## config.mk

```make
export PLATFORM = sky130hd
export DESIGN_NAME = memory_reclaim_policy_unit_flat
export DESIGN_NICKNAME = d
export VERILOG_FILES = /design/src/rtl/mrp_pkg.sv /design/src/rtl/mrp_if.sv /design/src/rtl/mrp_ctrl.sv /design/src/rtl/mrp_dp.sv /design/src/rtl/memory_reclaim_policy_unit.sv /design/src/flat_wrapper.sv
export SDC_FILE = /design/constraint.sdc
export NUM_CORES = 2
export LEC_CHECK = 0
export BUFFER_PORTS_ARGS = -buffer_cell sky130_fd_sc_hd__buf_4
export CELL_PAD_IN_SITES_DETAIL_PLACEMENT = 0
export CELL_PAD_IN_SITES_GLOBAL_PLACEMENT = 1
export CORE_AREA = 10 10 572 574
export CTS_CLUSTER_SIZE = 28
export DETAILED_ROUTE_END_ITERATION = 8
export DIE_AREA = 0 0 582 584
export HOLD_SLACK_MARGIN = 0.08
export PLACE_DENSITY_LB_ADDON = 0.1
export SETUP_SLACK_MARGIN = 0.2
export SLEW_MARGIN = 30
export SYNTH_ARGS = -nofsm -noshare
export SYNTH_HDL_FRONTEND = slang
export SYNTH_HIERARCHICAL = 1
export SYNTH_SLANG_ARGS = --single-unit
```

## constraint.sdc

```tcl
create_clock -name clk -period 15.6 [get_ports clk]
set_clock_uncertainty 0.15 [all_clocks]
set_input_delay 0 -clock clk [delete_from_list [all_inputs] [get_ports clk]]
set_output_delay 0 -clock clk [all_outputs]
set_load 0.01 [all_outputs]
```

## src/rtl/mrp_pkg.sv

```systemverilog
package mrp_pkg;

	localparam int AMT_W       = 36;
	localparam int CID_W       = 3;
	localparam int MODE_W      = 2;
	localparam int EV_W        = 2;
	localparam int CD_W        = 2;
	localparam int TMR_W       = 4;
	localparam int WIDE_W      = AMT_W + 4;
	localparam int MAX_REPORTS = 8;
	localparam int DIV_BITS    = 6;
	localparam int DIV_STEPS   = AMT_W / DIV_BITS;
	localparam int DIV_CNT_W   = (DIV_STEPS > 1) ? $clog2(DIV_STEPS) : 1;

	localparam logic [AMT_W-1:0] CLAIM_MIN_RST = 36'd1436549;
	localparam logic [4:0]       DIV_TEN       = 5'd10;
	localparam logic [TMR_W-1:0] TMR_RST       = 4'd1;
	localparam logic [TMR_W-1:0] TMR_LAST      = 4'd9;
	localparam logic [TMR_W-1:0] TMR_LATE      = 4'd5;
	localparam logic [CD_W-1:0]  CD_LATE       = 2'd3;
	localparam logic [CD_W-1:0]  CD_EARLY      = 2'd2;
	localparam logic [CD_W-1:0]  CD_CLAIM      = 2'd2;

	typedef enum logic [MODE_W-1:0] {
		MODE_LOAD   = 2'd0,
		MODE_SAMPLE = 2'd1,
		MODE_TICK   = 2'd2
	} mode_t;

	typedef enum logic [EV_W-1:0] {
		EV_NONE     = 2'd0,
		EV_RESTORED = 2'd1,
		EV_CLAIMED  = 2'd2,
		EV_LOADED   = 2'd3
	} event_t;

	typedef enum logic [1:0] {
		OP_LOAD,
		OP_SAMPLE,
		OP_PASS,
		OP_SINGLE
	} op_t;

	typedef enum logic [3:0] {
		ST_IDLE,
		ST_DIV,
		ST_S_A,
		ST_S_B,
		ST_FIN,
		ST_P_RD,
		ST_P_A,
		ST_P_B,
		ST_P_C
	} state_t;

	typedef struct packed {
		logic [AMT_W-1:0] limit;
		logic [AMT_W-1:0] lim_tenth;
		logic [AMT_W-1:0] reserved;
		logic [AMT_W-1:0] peak;
		logic [CD_W-1:0]  cd;
	} rec_t;

	typedef struct packed {
		logic accept;
		logic div_step;
		logic rd_ptr;
		logic stage_a;
		logic stage_b;
		logic commit;
		logic ptr_inc;
	} cmd_t;

	typedef struct packed {
		op_t  op;
		logic out_full;
		logic ptr_end;
		logic ptr_rep;
	} sts_t;

endpackage

```

## src/rtl/mrp_if.sv

```systemverilog
interface mrp_item_if import mrp_pkg::*; ();
	logic              valid;
	logic              ready;
	logic [MODE_W-1:0] mode;
	logic [CID_W-1:0]  client_index;
	logic [AMT_W-1:0]  amount;

	modport source (output valid, output mode, output client_index, output amount,
		input ready);
	modport sink (input valid, input mode, input client_index, input amount,
		output ready);
endinterface

interface mrp_res_if import mrp_pkg::*; ();
	logic             valid;
	logic             ready;
	logic [CID_W-1:0] client_id;
	logic [AMT_W-1:0] reserved_now;
	logic [AMT_W-1:0] claimed;
	logic [EV_W-1:0]  event_res;
	logic             last;

	modport source (output valid, output client_id, output reserved_now, output claimed,
		output event_res, output last, input ready);
	modport sink (input valid, input client_id, input reserved_now, input claimed,
		input event_res, input last, output ready);
endinterface

```

## src/rtl/mrp_ctrl.sv

```systemverilog
module mrp_ctrl import mrp_pkg::*; (
	input  logic clk,
	input  logic arst_n,
	input  logic item_valid,
	output logic item_ready,
	input  sts_t sts,
	output cmd_t cmd
);

	state_t                 state_q;
	state_t                 state_d;
	logic [DIV_CNT_W-1:0]   cnt_q;

	always_ff @(posedge clk or negedge arst_n) begin
		if (!arst_n) begin
			state_q <= ST_IDLE;
		end else begin
			state_q <= state_d;
		end
	end

	// count divider steps
	always_ff @(posedge clk or negedge arst_n) begin
		if (!arst_n) begin
			cnt_q <= '0;
		end else if (state_q == ST_DIV) begin
			cnt_q <= cnt_q + DIV_CNT_W'(1);
		end else begin
			cnt_q <= '0;
		end
	end

	always_comb begin
		state_d    = state_q;
		cmd        = '0;
		item_ready = 1'b0;
		case (state_q)
			ST_IDLE: begin
				item_ready = 1'b1;
				if (item_valid) begin
					cmd.accept = 1'b1;
					case (sts.op)
						OP_LOAD:   state_d = ST_DIV;
						OP_SAMPLE: state_d = ST_S_A;
						OP_PASS:   state_d = ST_P_RD;
						default:   state_d = ST_FIN;
					endcase
				end
			end
			ST_DIV: begin
				cmd.div_step = 1'b1;
				if (cnt_q == DIV_CNT_W'(DIV_STEPS - 1)) begin
					state_d = ST_FIN;
				end
			end
			ST_S_A: begin
				cmd.stage_a = 1'b1;
				state_d     = ST_S_B;
			end
			ST_S_B: begin
				cmd.stage_b = 1'b1;
				state_d     = ST_FIN;
			end
			ST_FIN: begin
				if (!sts.out_full) begin
					cmd.commit = 1'b1;
					state_d    = ST_IDLE;
				end
			end
			ST_P_RD: begin
				cmd.rd_ptr = 1'b1;
				state_d    = ST_P_A;
			end
			ST_P_A: begin
				cmd.stage_a = 1'b1;
				state_d     = ST_P_B;
			end
			ST_P_B: begin
				cmd.stage_b = 1'b1;
				state_d     = ST_P_C;
			end
			ST_P_C: begin
				// hold while a reported item cannot be placed
				if (!(sts.ptr_rep && sts.out_full)) begin
					cmd.commit = 1'b1;
					if (sts.ptr_end) begin
						state_d = ST_IDLE;
					end else begin
						cmd.ptr_inc = 1'b1;
						state_d     = ST_P_RD;
					end
				end
			end
			default: begin
				state_d = ST_IDLE;
			end
		endcase
	end

endmodule

```

## src/rtl/mrp_dp.sv

```systemverilog
module mrp_dp import mrp_pkg::*; #(
	parameter int NUM_CLIENTS = 8
) (
	input  logic              clk,
	input  logic              arst_n,
	input  logic              cfg_we,
	input  logic [AMT_W-1:0]  cfg_wdata,
	input  logic [MODE_W-1:0] item_mode,
	input  logic [CID_W-1:0]  item_client_index,
	input  logic [AMT_W-1:0]  item_amount,
	output logic              res_valid,
	input  logic              res_ready,
	output logic [CID_W-1:0]  res_client_id,
	output logic [AMT_W-1:0]  res_reserved_now,
	output logic [AMT_W-1:0]  res_claimed,
	output logic [EV_W-1:0]   res_event_res,
	output logic              res_last,
	input  cmd_t              cmd,
	output sts_t              sts
);

	localparam int IDX_W = (NUM_CLIENTS > 1) ? $clog2(NUM_CLIENTS) : 1;
	localparam int N_REP = (NUM_CLIENTS < MAX_REPORTS) ? NUM_CLIENTS : MAX_REPORTS;

	rec_t                mem_q [NUM_CLIENTS];
	logic [NUM_CLIENTS-1:0] vld_q;
	rec_t                rd_q;
	logic                rd_vld_q;
	rec_t                rec;
	logic                rd_en;
	logic [IDX_W-1:0]    rd_addr;
	logic                wr_en;
	logic [IDX_W-1:0]    wr_addr;
	rec_t                wr_rec;

	logic [AMT_W-1:0]    claim_min_q;
	logic [TMR_W-1:0]    tmr_q;
	logic [IDX_W-1:0]    ptr_q;
	op_t                 op_q;
	logic [CID_W-1:0]    id_q;
	logic [AMT_W-1:0]    amt_q;
	logic                in_range;
	op_t                 op_in;

	logic [AMT_W-1:0]    div_num_q;
	logic [3:0]          div_rem_q;
	logic [AMT_W-1:0]    div_num;
	logic [3:0]          div_rem;
	logic [4:0]          div_try;
	logic                div_qb;

	logic [WIDE_W-1:0]   wa_q;
	logic [WIDE_W-1:0]   wb_q;
	logic [WIDE_W:0]     diff_q;
	logic [WIDE_W-1:0]   sub_x;
	logic [WIDE_W-1:0]   sub_y;
	logic [AMT_W-1:0]    pk;

	logic [AMT_W-1:0]    claim;
	logic                take;
	logic [CD_W-1:0]     cd1;
	logic                emit;
	logic [CID_W-1:0]    nxt_id;
	logic [AMT_W-1:0]    nxt_res;
	logic [AMT_W-1:0]    nxt_claim;
	event_t              nxt_ev;
	logic                nxt_last;

	logic                res_vld_q;
	logic [CID_W-1:0]    res_id_q;
	logic [AMT_W-1:0]    res_rsv_q;
	logic [AMT_W-1:0]    res_clm_q;
	logic [EV_W-1:0]     res_ev_q;
	logic                res_last_q;

	// item decode
	assign in_range = 32'(item_client_index) < NUM_CLIENTS;

	always_comb begin
		case (item_mode)
			MODE_LOAD:   op_in = in_range ? OP_LOAD : OP_SINGLE;
			MODE_SAMPLE: op_in = in_range ? OP_SAMPLE : OP_SINGLE;
			MODE_TICK:   op_in = (tmr_q == '0) ? OP_PASS : OP_SINGLE;
			default:     op_in = OP_SINGLE;
		endcase
	end

	assign sts.op       = op_in;
	assign sts.out_full = res_vld_q && !res_ready;
	assign sts.ptr_end  = ptr_q == IDX_W'(NUM_CLIENTS - 1);
	assign sts.ptr_rep  = 32'(ptr_q) < 32'(N_REP);

	always_ff @(posedge clk) begin
		if (cmd.accept) begin
			op_q  <= op_in;
			amt_q <= item_amount;
			id_q  <= (item_mode == MODE_LOAD || item_mode == MODE_SAMPLE) ?
				item_client_index : '0;
		end
	end

	always_ff @(posedge clk or negedge arst_n) begin
		if (!arst_n) begin
			claim_min_q <= CLAIM_MIN_RST;
		end else if (cfg_we) begin
			claim_min_q <= cfg_wdata;
		end
	end

	always_ff @(posedge clk or negedge arst_n) begin
		if (!arst_n) begin
			tmr_q <= TMR_RST;
		end else if (cmd.accept && item_mode == MODE_TICK && tmr_q != '0) begin
			tmr_q <= (tmr_q == TMR_LAST) ? '0 : tmr_q + TMR_W'(1);
		end else if (cmd.commit && op_q == OP_PASS && sts.ptr_end) begin
			tmr_q <= TMR_RST;
		end
	end

	always_ff @(posedge clk or negedge arst_n) begin
		if (!arst_n) begin
			ptr_q <= '0;
		end else if (cmd.accept) begin
			ptr_q <= '0;
		end else if (cmd.ptr_inc) begin
			ptr_q <= ptr_q + IDX_W'(1);
		end
	end

	// client table
	assign rd_en   = cmd.rd_ptr || (cmd.accept && in_range &&
		(item_mode == MODE_LOAD || item_mode == MODE_SAMPLE));
	assign rd_addr = cmd.rd_ptr ? ptr_q : IDX_W'(item_client_index);
	assign wr_en   = cmd.commit && op_q != OP_SINGLE;
	assign wr_addr = (op_q == OP_PASS) ? ptr_q : IDX_W'(id_q);

	always_ff @(posedge clk) begin
		if (wr_en) begin
			mem_q[wr_addr] <= wr_rec;
		end
	end

	always_ff @(posedge clk) begin
		if (rd_en) begin
			rd_q <= mem_q[rd_addr];
		end
	end

	always_ff @(posedge clk or negedge arst_n) begin
		if (!arst_n) begin
			vld_q    <= '0;
			rd_vld_q <= 1'b0;
		end else begin
			if (wr_en) begin
				vld_q[wr_addr] <= 1'b1;
			end
			if (rd_en) begin
				rd_vld_q <= vld_q[rd_addr];
			end
		end
	end

	assign rec = rd_vld_q ? rd_q : '0;

	// divide amount by ten, a few bits per step
	always_comb begin
		div_num = div_num_q;
		div_rem = div_rem_q;
		div_try = '0;
		div_qb  = 1'b0;
		for (int k = 0; k < DIV_BITS; k++) begin
			div_try = {div_rem, div_num[AMT_W-1]};
			div_qb  = div_try >= DIV_TEN;
			div_num = {div_num[AMT_W-2:0], div_qb};
			div_rem = div_qb ? 4'(div_try - DIV_TEN) : div_try[3:0];
		end
	end

	always_ff @(posedge clk) begin
		if (cmd.accept) begin
			div_num_q <= item_amount;
			div_rem_q <= '0;
		end else if (cmd.div_step) begin
			div_num_q <= div_num;
			div_rem_q <= div_rem;
		end
	end

	// scaled operands, then their difference
	assign pk = (rec.peak > rec.lim_tenth) ? rec.peak : rec.lim_tenth;

	always_ff @(posedge clk) begin
		if (cmd.stage_a) begin
			if (op_q == OP_PASS) begin
				wa_q <= WIDE_W'({pk, 2'b00}) + WIDE_W'(pk);
				wb_q <= WIDE_W'({rec.reserved, 2'b00});
			end else begin
				wa_q <= WIDE_W'({amt_q, 3'b000}) + WIDE_W'({amt_q, 1'b0});
				wb_q <= WIDE_W'({rec.reserved, 3'b000}) + WIDE_W'(rec.reserved);
			end
		end
	end

	assign sub_x = (op_q == OP_PASS) ? wb_q : wa_q;
	assign sub_y = (op_q == OP_PASS) ? wa_q : wb_q;

	always_ff @(posedge clk) begin
		if (cmd.stage_b) begin
			diff_q <= {1'b0, sub_x} - {1'b0, sub_y};
		end
	end

	// update and result
	assign claim = diff_q[AMT_W+1:2];
	assign cd1   = (rec.cd != '0) ? rec.cd - CD_W'(1) : '0;
	assign take  = !diff_q[WIDE_W] && (diff_q != '0) && (claim > claim_min_q) &&
		(cd1 == '0);

	always_comb begin
		wr_rec    = rec;
		nxt_id    = id_q;
		nxt_res   = '0;
		nxt_claim = '0;
		nxt_ev    = EV_NONE;
		nxt_last  = 1'b1;
		case (op_q)
			OP_LOAD: begin
				wr_rec.limit     = amt_q;
				wr_rec.lim_tenth = div_num_q;
				wr_rec.reserved  = amt_q;
				wr_rec.cd        = '0;
				nxt_res          = amt_q;
				nxt_ev           = EV_LOADED;
			end
			OP_SAMPLE: begin
				if (!diff_q[WIDE_W]) begin
					wr_rec.cd       = (tmr_q >= TMR_LATE) ? CD_LATE : CD_EARLY;
					wr_rec.reserved = rec.limit;
					nxt_ev          = EV_RESTORED;
				end
				if (amt_q > rec.peak) begin
					wr_rec.peak = amt_q;
				end
				nxt_res = wr_rec.reserved;
			end
			OP_PASS: begin
				wr_rec.cd   = cd1;
				wr_rec.peak = '0;
				if (take) begin
					wr_rec.cd       = CD_CLAIM;
					wr_rec.reserved = rec.reserved - claim;
					nxt_claim       = claim;
					nxt_ev          = EV_CLAIMED;
				end
				nxt_id   = CID_W'(ptr_q);
				nxt_res  = wr_rec.reserved;
				nxt_last = 32'(ptr_q) == 32'(N_REP - 1);
			end
			default: begin
				nxt_last = 1'b1;
			end
		endcase
	end

	assign emit = cmd.commit && (op_q != OP_PASS || sts.ptr_rep);

	always_ff @(posedge clk or negedge arst_n) begin
		if (!arst_n) begin
			res_vld_q <= 1'b0;
		end else if (emit) begin
			res_vld_q <= 1'b1;
		end else if (res_ready) begin
			res_vld_q <= 1'b0;
		end
	end

	always_ff @(posedge clk) begin
		if (emit) begin
			res_id_q   <= nxt_id;
			res_rsv_q  <= nxt_res;
			res_clm_q  <= nxt_claim;
			res_ev_q   <= nxt_ev;
			res_last_q <= nxt_last;
		end
	end

	assign res_valid        = res_vld_q;
	assign res_client_id    = res_id_q;
	assign res_reserved_now = res_rsv_q;
	assign res_claimed      = res_clm_q;
	assign res_event_res    = res_ev_q;
	assign res_last         = res_last_q;

endmodule

```

## src/rtl/memory_reclaim_policy_unit.sv

```systemverilog
// Memory reclaim policy for NUM_CLIENTS clients.
// Channel item (valid/ready): mode, client_index, amount. Mode 0 loads a limit,
// mode 1 gives a usage sample, mode 2 is the end-of-round tick.
// Channel res (valid/ready): client_id, reserved_now, claimed, event_res, last.
// Every item gives one result, except a tick that starts a reclaim pass, which
// reports up to MAX_REPORTS clients from 0 in order, last set on the final one.
// claim_min is written through cfg_we/cfg_wdata. The user must write it only
// while the block is idle; the block itself does not enforce this.
// A sample takes a scale and a subtract stage, a load six divide-by-ten steps;
// a reclaim pass takes each client through a table read, a scale stage, a
// subtract stage and an update stage on the one client table port. A result, or
// the last of a pass, shows in the same cycle as the block is ready again.
// The result sits in an output register, so an item is taken while the previous
// result still waits; a stalled receiver holds the block at its next result.
// Reset clears all client entries to zero, sets the round timer to one and
// claim_min to its default; the block is ready in the first cycle after reset.
module memory_reclaim_policy_unit import mrp_pkg::*; #(
	parameter int NUM_CLIENTS = 8
) (
	input  logic             clk,
	input  logic             arst_n,
	input  logic             cfg_we,
	input  logic [AMT_W-1:0] cfg_wdata,
	mrp_item_if.sink         item,
	mrp_res_if.source        res
);

	cmd_t cmd;
	sts_t sts;

	mrp_ctrl u_ctrl (
		.clk        (clk),
		.arst_n     (arst_n),
		.item_valid (item.valid),
		.item_ready (item.ready),
		.sts        (sts),
		.cmd        (cmd)
	);

	mrp_dp #(
		.NUM_CLIENTS (NUM_CLIENTS)
	) u_dp (
		.clk               (clk),
		.arst_n            (arst_n),
		.cfg_we            (cfg_we),
		.cfg_wdata         (cfg_wdata),
		.item_mode         (item.mode),
		.item_client_index (item.client_index),
		.item_amount       (item.amount),
		.res_valid         (res.valid),
		.res_ready         (res.ready),
		.res_client_id     (res.client_id),
		.res_reserved_now  (res.reserved_now),
		.res_claimed       (res.claimed),
		.res_event_res     (res.event_res),
		.res_last          (res.last),
		.cmd               (cmd),
		.sts               (sts)
	);

endmodule

```

## src/flat_wrapper.sv

```systemverilog
// flat-port wrapper written by rule: the top's interface ports become plain ports
module memory_reclaim_policy_unit_flat import mrp_pkg::*;
#(
	parameter int NUM_CLIENTS = 8
)
  (clk, arst_n, cfg_we, cfg_wdata, item_valid, item_mode, item_client_index, item_amount, item_ready, res_valid, res_client_id, res_reserved_now, res_claimed, res_event_res, res_last, res_ready);
  mrp_item_if item_i ();
  mrp_res_if res_i ();
  input  logic clk;
  input  logic arst_n;
  input  logic cfg_we;
  input  logic [AMT_W-1:0] cfg_wdata;
  input wire logic [$bits(item_i.valid)-1:0] item_valid;
  input wire logic [$bits(item_i.mode)-1:0] item_mode;
  input wire logic [$bits(item_i.client_index)-1:0] item_client_index;
  input wire logic [$bits(item_i.amount)-1:0] item_amount;
  output wire logic [$bits(item_i.ready)-1:0] item_ready;
  output wire logic [$bits(res_i.valid)-1:0] res_valid;
  output wire logic [$bits(res_i.client_id)-1:0] res_client_id;
  output wire logic [$bits(res_i.reserved_now)-1:0] res_reserved_now;
  output wire logic [$bits(res_i.claimed)-1:0] res_claimed;
  output wire logic [$bits(res_i.event_res)-1:0] res_event_res;
  output wire logic [$bits(res_i.last)-1:0] res_last;
  input wire logic [$bits(res_i.ready)-1:0] res_ready;
  assign item_i.valid = item_valid;
  assign item_i.mode = item_mode;
  assign item_i.client_index = item_client_index;
  assign item_i.amount = item_amount;
  assign item_ready = item_i.ready;
  assign res_valid = res_i.valid;
  assign res_client_id = res_i.client_id;
  assign res_reserved_now = res_i.reserved_now;
  assign res_claimed = res_i.claimed;
  assign res_event_res = res_i.event_res;
  assign res_last = res_i.last;
  assign res_i.ready = res_ready;
  memory_reclaim_policy_unit #(.NUM_CLIENTS(NUM_CLIENTS)) u_core (.clk(clk), .arst_n(arst_n), .cfg_we(cfg_we), .cfg_wdata(cfg_wdata), .item(item_i), .res(res_i));
endmodule
```

==> results by group <==
STA
  – Final period utilization: 56.57%
  – Fmax: 113.3 MHz
  – Worst slew pin tran: 0.9964 ns
  – RSZ-0062 raised after global routing: false
  – Final count of negative-setup-slack endpoints: 0
  – Worst slew margin: 33.01%
  – Period minus WS final: 8.825 ns
  – Max Slew Vio Count: 0
  – Final Hold Vio Count: 0
  – Setup_tns: 0 ns

Job
  – Max_cap viols: 0

Route
  – First DRT Iteration DRCs: 4,010
  – WL/cell: 28.33 µm
  – Total number of vias: 49,120
  – Residual DRC: 0
  – Router iterations before antenna repair: 8
  – Drt via density: 4.791
  – Total Wirelength: 290.5 mm
  – Post-route antenna net violation count: 0

Final layout
  – Fin util: 29.75%
  – Layout cell share with drive strength beyond 1: 19.67%
  – Layout Cells excl Fill: 10,250
  – Nets: 6,247
  – Layout area overhead: 19.89%

CTS
  – Clk slew on worst S/H paths: 0.06 ns
  – Post-cts sizing count: 0
  – Clock Latency Late Sink: 0.88 ns
  – H-tree levels: 4
  – Maximum root-to-sink buffer count: 4
  – Inserted Clock Buffers: 200
  – CTS tree: built
  – CTS root buffer: clkbuf_16
  – Sinks on Clock Net: 1,654

Pwr
  – Internal power: 11.15 mW
  – Static Leak: 33.10 nW
  – Worst ir drop on vdd: 253.5 µV
  – Switching share of power: 38.65%
  – Power density cells: 193.1 nW/µm²
  – P_sw: 7.023 mW
  – Reg power frac: 36.0%
  – Power share of the combinational group: 38.8%
  – Share of power burned in the clock network: 25.2%

Floorplanning
  – Die Height: 584 µm
  – Die Area: 339,900 µm²
  – DIE WIDTH: 582 µm
  – I/O pins: 162
  – Core area: 316,200 µm²
  – Initial Util: 24.82%
  – FP Rows: 207

Hold path
  – Min-delay worst type: primary input to flip-flop

Placed design
  – RD Place Congestion: 0.8001
  – Post-DP HPWL: 193.5 mm
  – Placed Instances: 9,639
  – I/O Buffers: 161

Worst setup path
  – Max incr delay on CP: 0.61 ns
  – Critical path's slowest cell: dfrtp_4
  – Crit path capture type: flip-flop
  – CP dominant cell by count: a21o_1
  – CP required: 16.07 ns
  – CP arrival: 9.29 ns
  – Worst setup SP type: flip-flop
  – CP Max Fanout: 73
  – Path type of the worst setup path: flip-flop to flip-flop

Logic synthesis
  – Post-Syn Area: 78,480 µm²
  – Top post-synthesis cells by area: edfxtp_1, mux4_2, ha_1
  – Syn nets: 5,761
  – Yosys top cell area share: 60.84%
  – Synth cell types: 109
  – Synthesized flop and latch total: 1,654
  – Synth Warn #: 6
  – Top_reg_cell synth: edfxtp_1
  – Sequential share of the synthesized area: 62.87%
  – Post-synth EDFFs: 1,590
  – Yosys top cell by area: edfxtp_1
  – Ys async rst share: 3.628%
  – Syn Inst Count: 5,416
  – Mapped Avg Cell Area: 14.49 µm²

Global routing
  – First-pass GRT wire length: 403.0 mm
  – Via count of the first global-routing pass: 49,550
  – Overall fraction of global-route tracks in use: 16.49%
  – Largest net degree at the start of global routing: 91
  – Initial antenna violation count: 30
  – Remaining global-route overflow: 0

Run status
  – Status: completed
cells in the final DEF (no fill, tap or decap), types with 56 or more instances in the layout:
master / netlist / routed
nor2_1: 289 / 279
mux2i_1: 60 / 57
a21oi_1: 200 / 200
a21o_1: 121 / 120
mux2_2: 215 / 215
clkbuf_16: 0 / 204
o21ai_0: 282 / 253
nor2b_1: 63 / 62
buf_4: 4 / 278
nand4_1: 66 / 66
mux4_2: 294 / 294
xnor2_1: 109 / 109
inv_1: 257 / 256
edfxtp_1: 1590 / 1590
nand2b_1: 56 / 56
nand2_1: 447 / 446
dlygate4sd3_1: 0 / 235
ha_1: 259 / 255
nand3_1: 65 / 65
power by group through the flow:
stage | clock network (mW) | logic (mW) | registers, mW
floorplan | 0 | 4.45 | 6.44
global placement | 0 | 7.07 | 6.65
detailed placement | 0 | 7.06 | 6.64
CTS | 4.74 | 7.15 | 6.55
global route | 4.91 | 7.71 | 6.59
finish | 4.58 | 7.04 | 6.55
synthesized netlist by cell type (36+ instances only):
cell type	number
edfxtp_1	1590
nand2_1	447
mux4_2	294
nor2_1	289
o21ai_0	282
ha_1	259
inv_1	257
mux2_2	215
a21oi_1	200
clkbuf_1	175
a21o_1	121
xnor2_1	109
nand4_1	66
nand3_1	65
nor2b_1	63
buf_1	62
mux2i_1	60
nand2b_1	56
nor3_1	54
maj3_1	53
dfrtp_1	47
xor2_1	44
o221ai_1	40
a22o_1	37
a31oi_1	36
stage by stage:
step | hold slack [ns] | power, mW | instance area [µm²] | worst slack (ns)
3_3_place_gp | -0.2081 | 13.73 | 85160 | 6.845
6_report | 0.1829 | 18.17 | 94100 | 6.775
5_1_grt | 0.2041 | 19.20 | 94090 | 6.274
4_1_cts | 0.1189 | 18.45 | 94000 | 6.854
2_1_floorplan | -0.4456 | 10.89 | 78480 | 1.224
3_5_place_dp | -0.2019 | 13.70 | 85270 | 6.910
timing repair:
action | in CTS | in global routing
hold endpoints to repair | 315 | 0
hold buffers | 235 | 0
setup buffers | 0 | 0
routing by layer:
| layer | share of wire (%) | GRT usage, % |
|---|---|---|
| met1 | 48 | 24.33 |
| met2 | 45 | 26.12 |
| met3 | 4.7 | 2.231 |
| met4 | 1.7 | 2.848 |
| met5 | 0.010 | 0 |
sequential cells by signal, summed over array words and instances (netlist names), 4 cells and up:
signal	flops
u_core/u_ctrl/state_q	4
u_core/u_dp/amt_q	36
u_core/u_dp/claim_min_q	36
u_core/u_dp/diff_q	41
u_core/u_dp/div_num_q	36
u_core/u_dp/div_rem_q	4
u_core/u_dp/mem_q	1168
u_core/u_dp/rd_q	146
u_core/u_dp/res_claimed	36
u_core/u_dp/res_reserved_now	36
u_core/u_dp/tmr_q	4
u_core/u_dp/vld_q	8
u_core/u_dp/wa_q	40
u_core/u_dp/wb_q	40
path summary, 6_finish.rpt:
kind,start,end,slack (ns),depth (start not counted)
worst min register to register,u_core/u_dp/vld_q[4],u_core/u_dp/vld_q[4],0.32,1
max in group asynchronous,arst_n,u_core/u_dp/rd_vld_q,13.83,5
worst max register to register,u_core/u_dp/rd_vld_q,u_core/u_dp/wa_q[37],6.77,30
min in group asynchronous,arst_n,u_core/u_dp/claim_min_q[9],0.60,4
worst min-delay path,item_mode[1],u_core/u_ctrl/state_q[2],0.18,5
worst max-delay path,u_core/u_dp/rd_vld_q,u_core/u_dp/wa_q[37],6.77,30
cell type report:
| class | count | area (µm²) |
|---|---|---|
| clock inverters | 124 | 1049 |
| well taps | 4180 | 5230 |
| flip-flops and latches | 1654 | 49350 |
| diodes | 4 | 10.01 |
| clock buffers | 245 | 5329 |
| repair buffers | 532 | 4746 |
| fillers | 31530 | 222100 |
| inverters | 262 | 984.7 |
| multi-input cells | 3252 | 27400 |
cell families after synthesis:
family / Yosys count / synth area share [%]
muxes: 569 / 12.29
other: 1 / 0.004778
DFF: 1654 / 62.87
xor gates and xnor gates: 153 / 1.707
adders and majority gates: 316 / 4.907
buffers and inverters: 510 / 2.501
AOI/OAI and AO/OA: 992 / 8.374
and+or+nand+nor: 1221 / 7.348
worst max-delay path: cells and delay by family, from the launching register on:
| family | cells | cell delay, ns |
|---|---|---|
| flip-flops | 1 | 0.61 |
| adder cells (fa/ha/maj) | 2 | 0.59 |
| buffers and inverters | 3 | 1.10 |
| AO/OA/AOI/OAI | 22 | 5.58 |
| AND/OR/NAND/NOR | 3 | 0.44 |
Power figures use the tool's default switching activity.
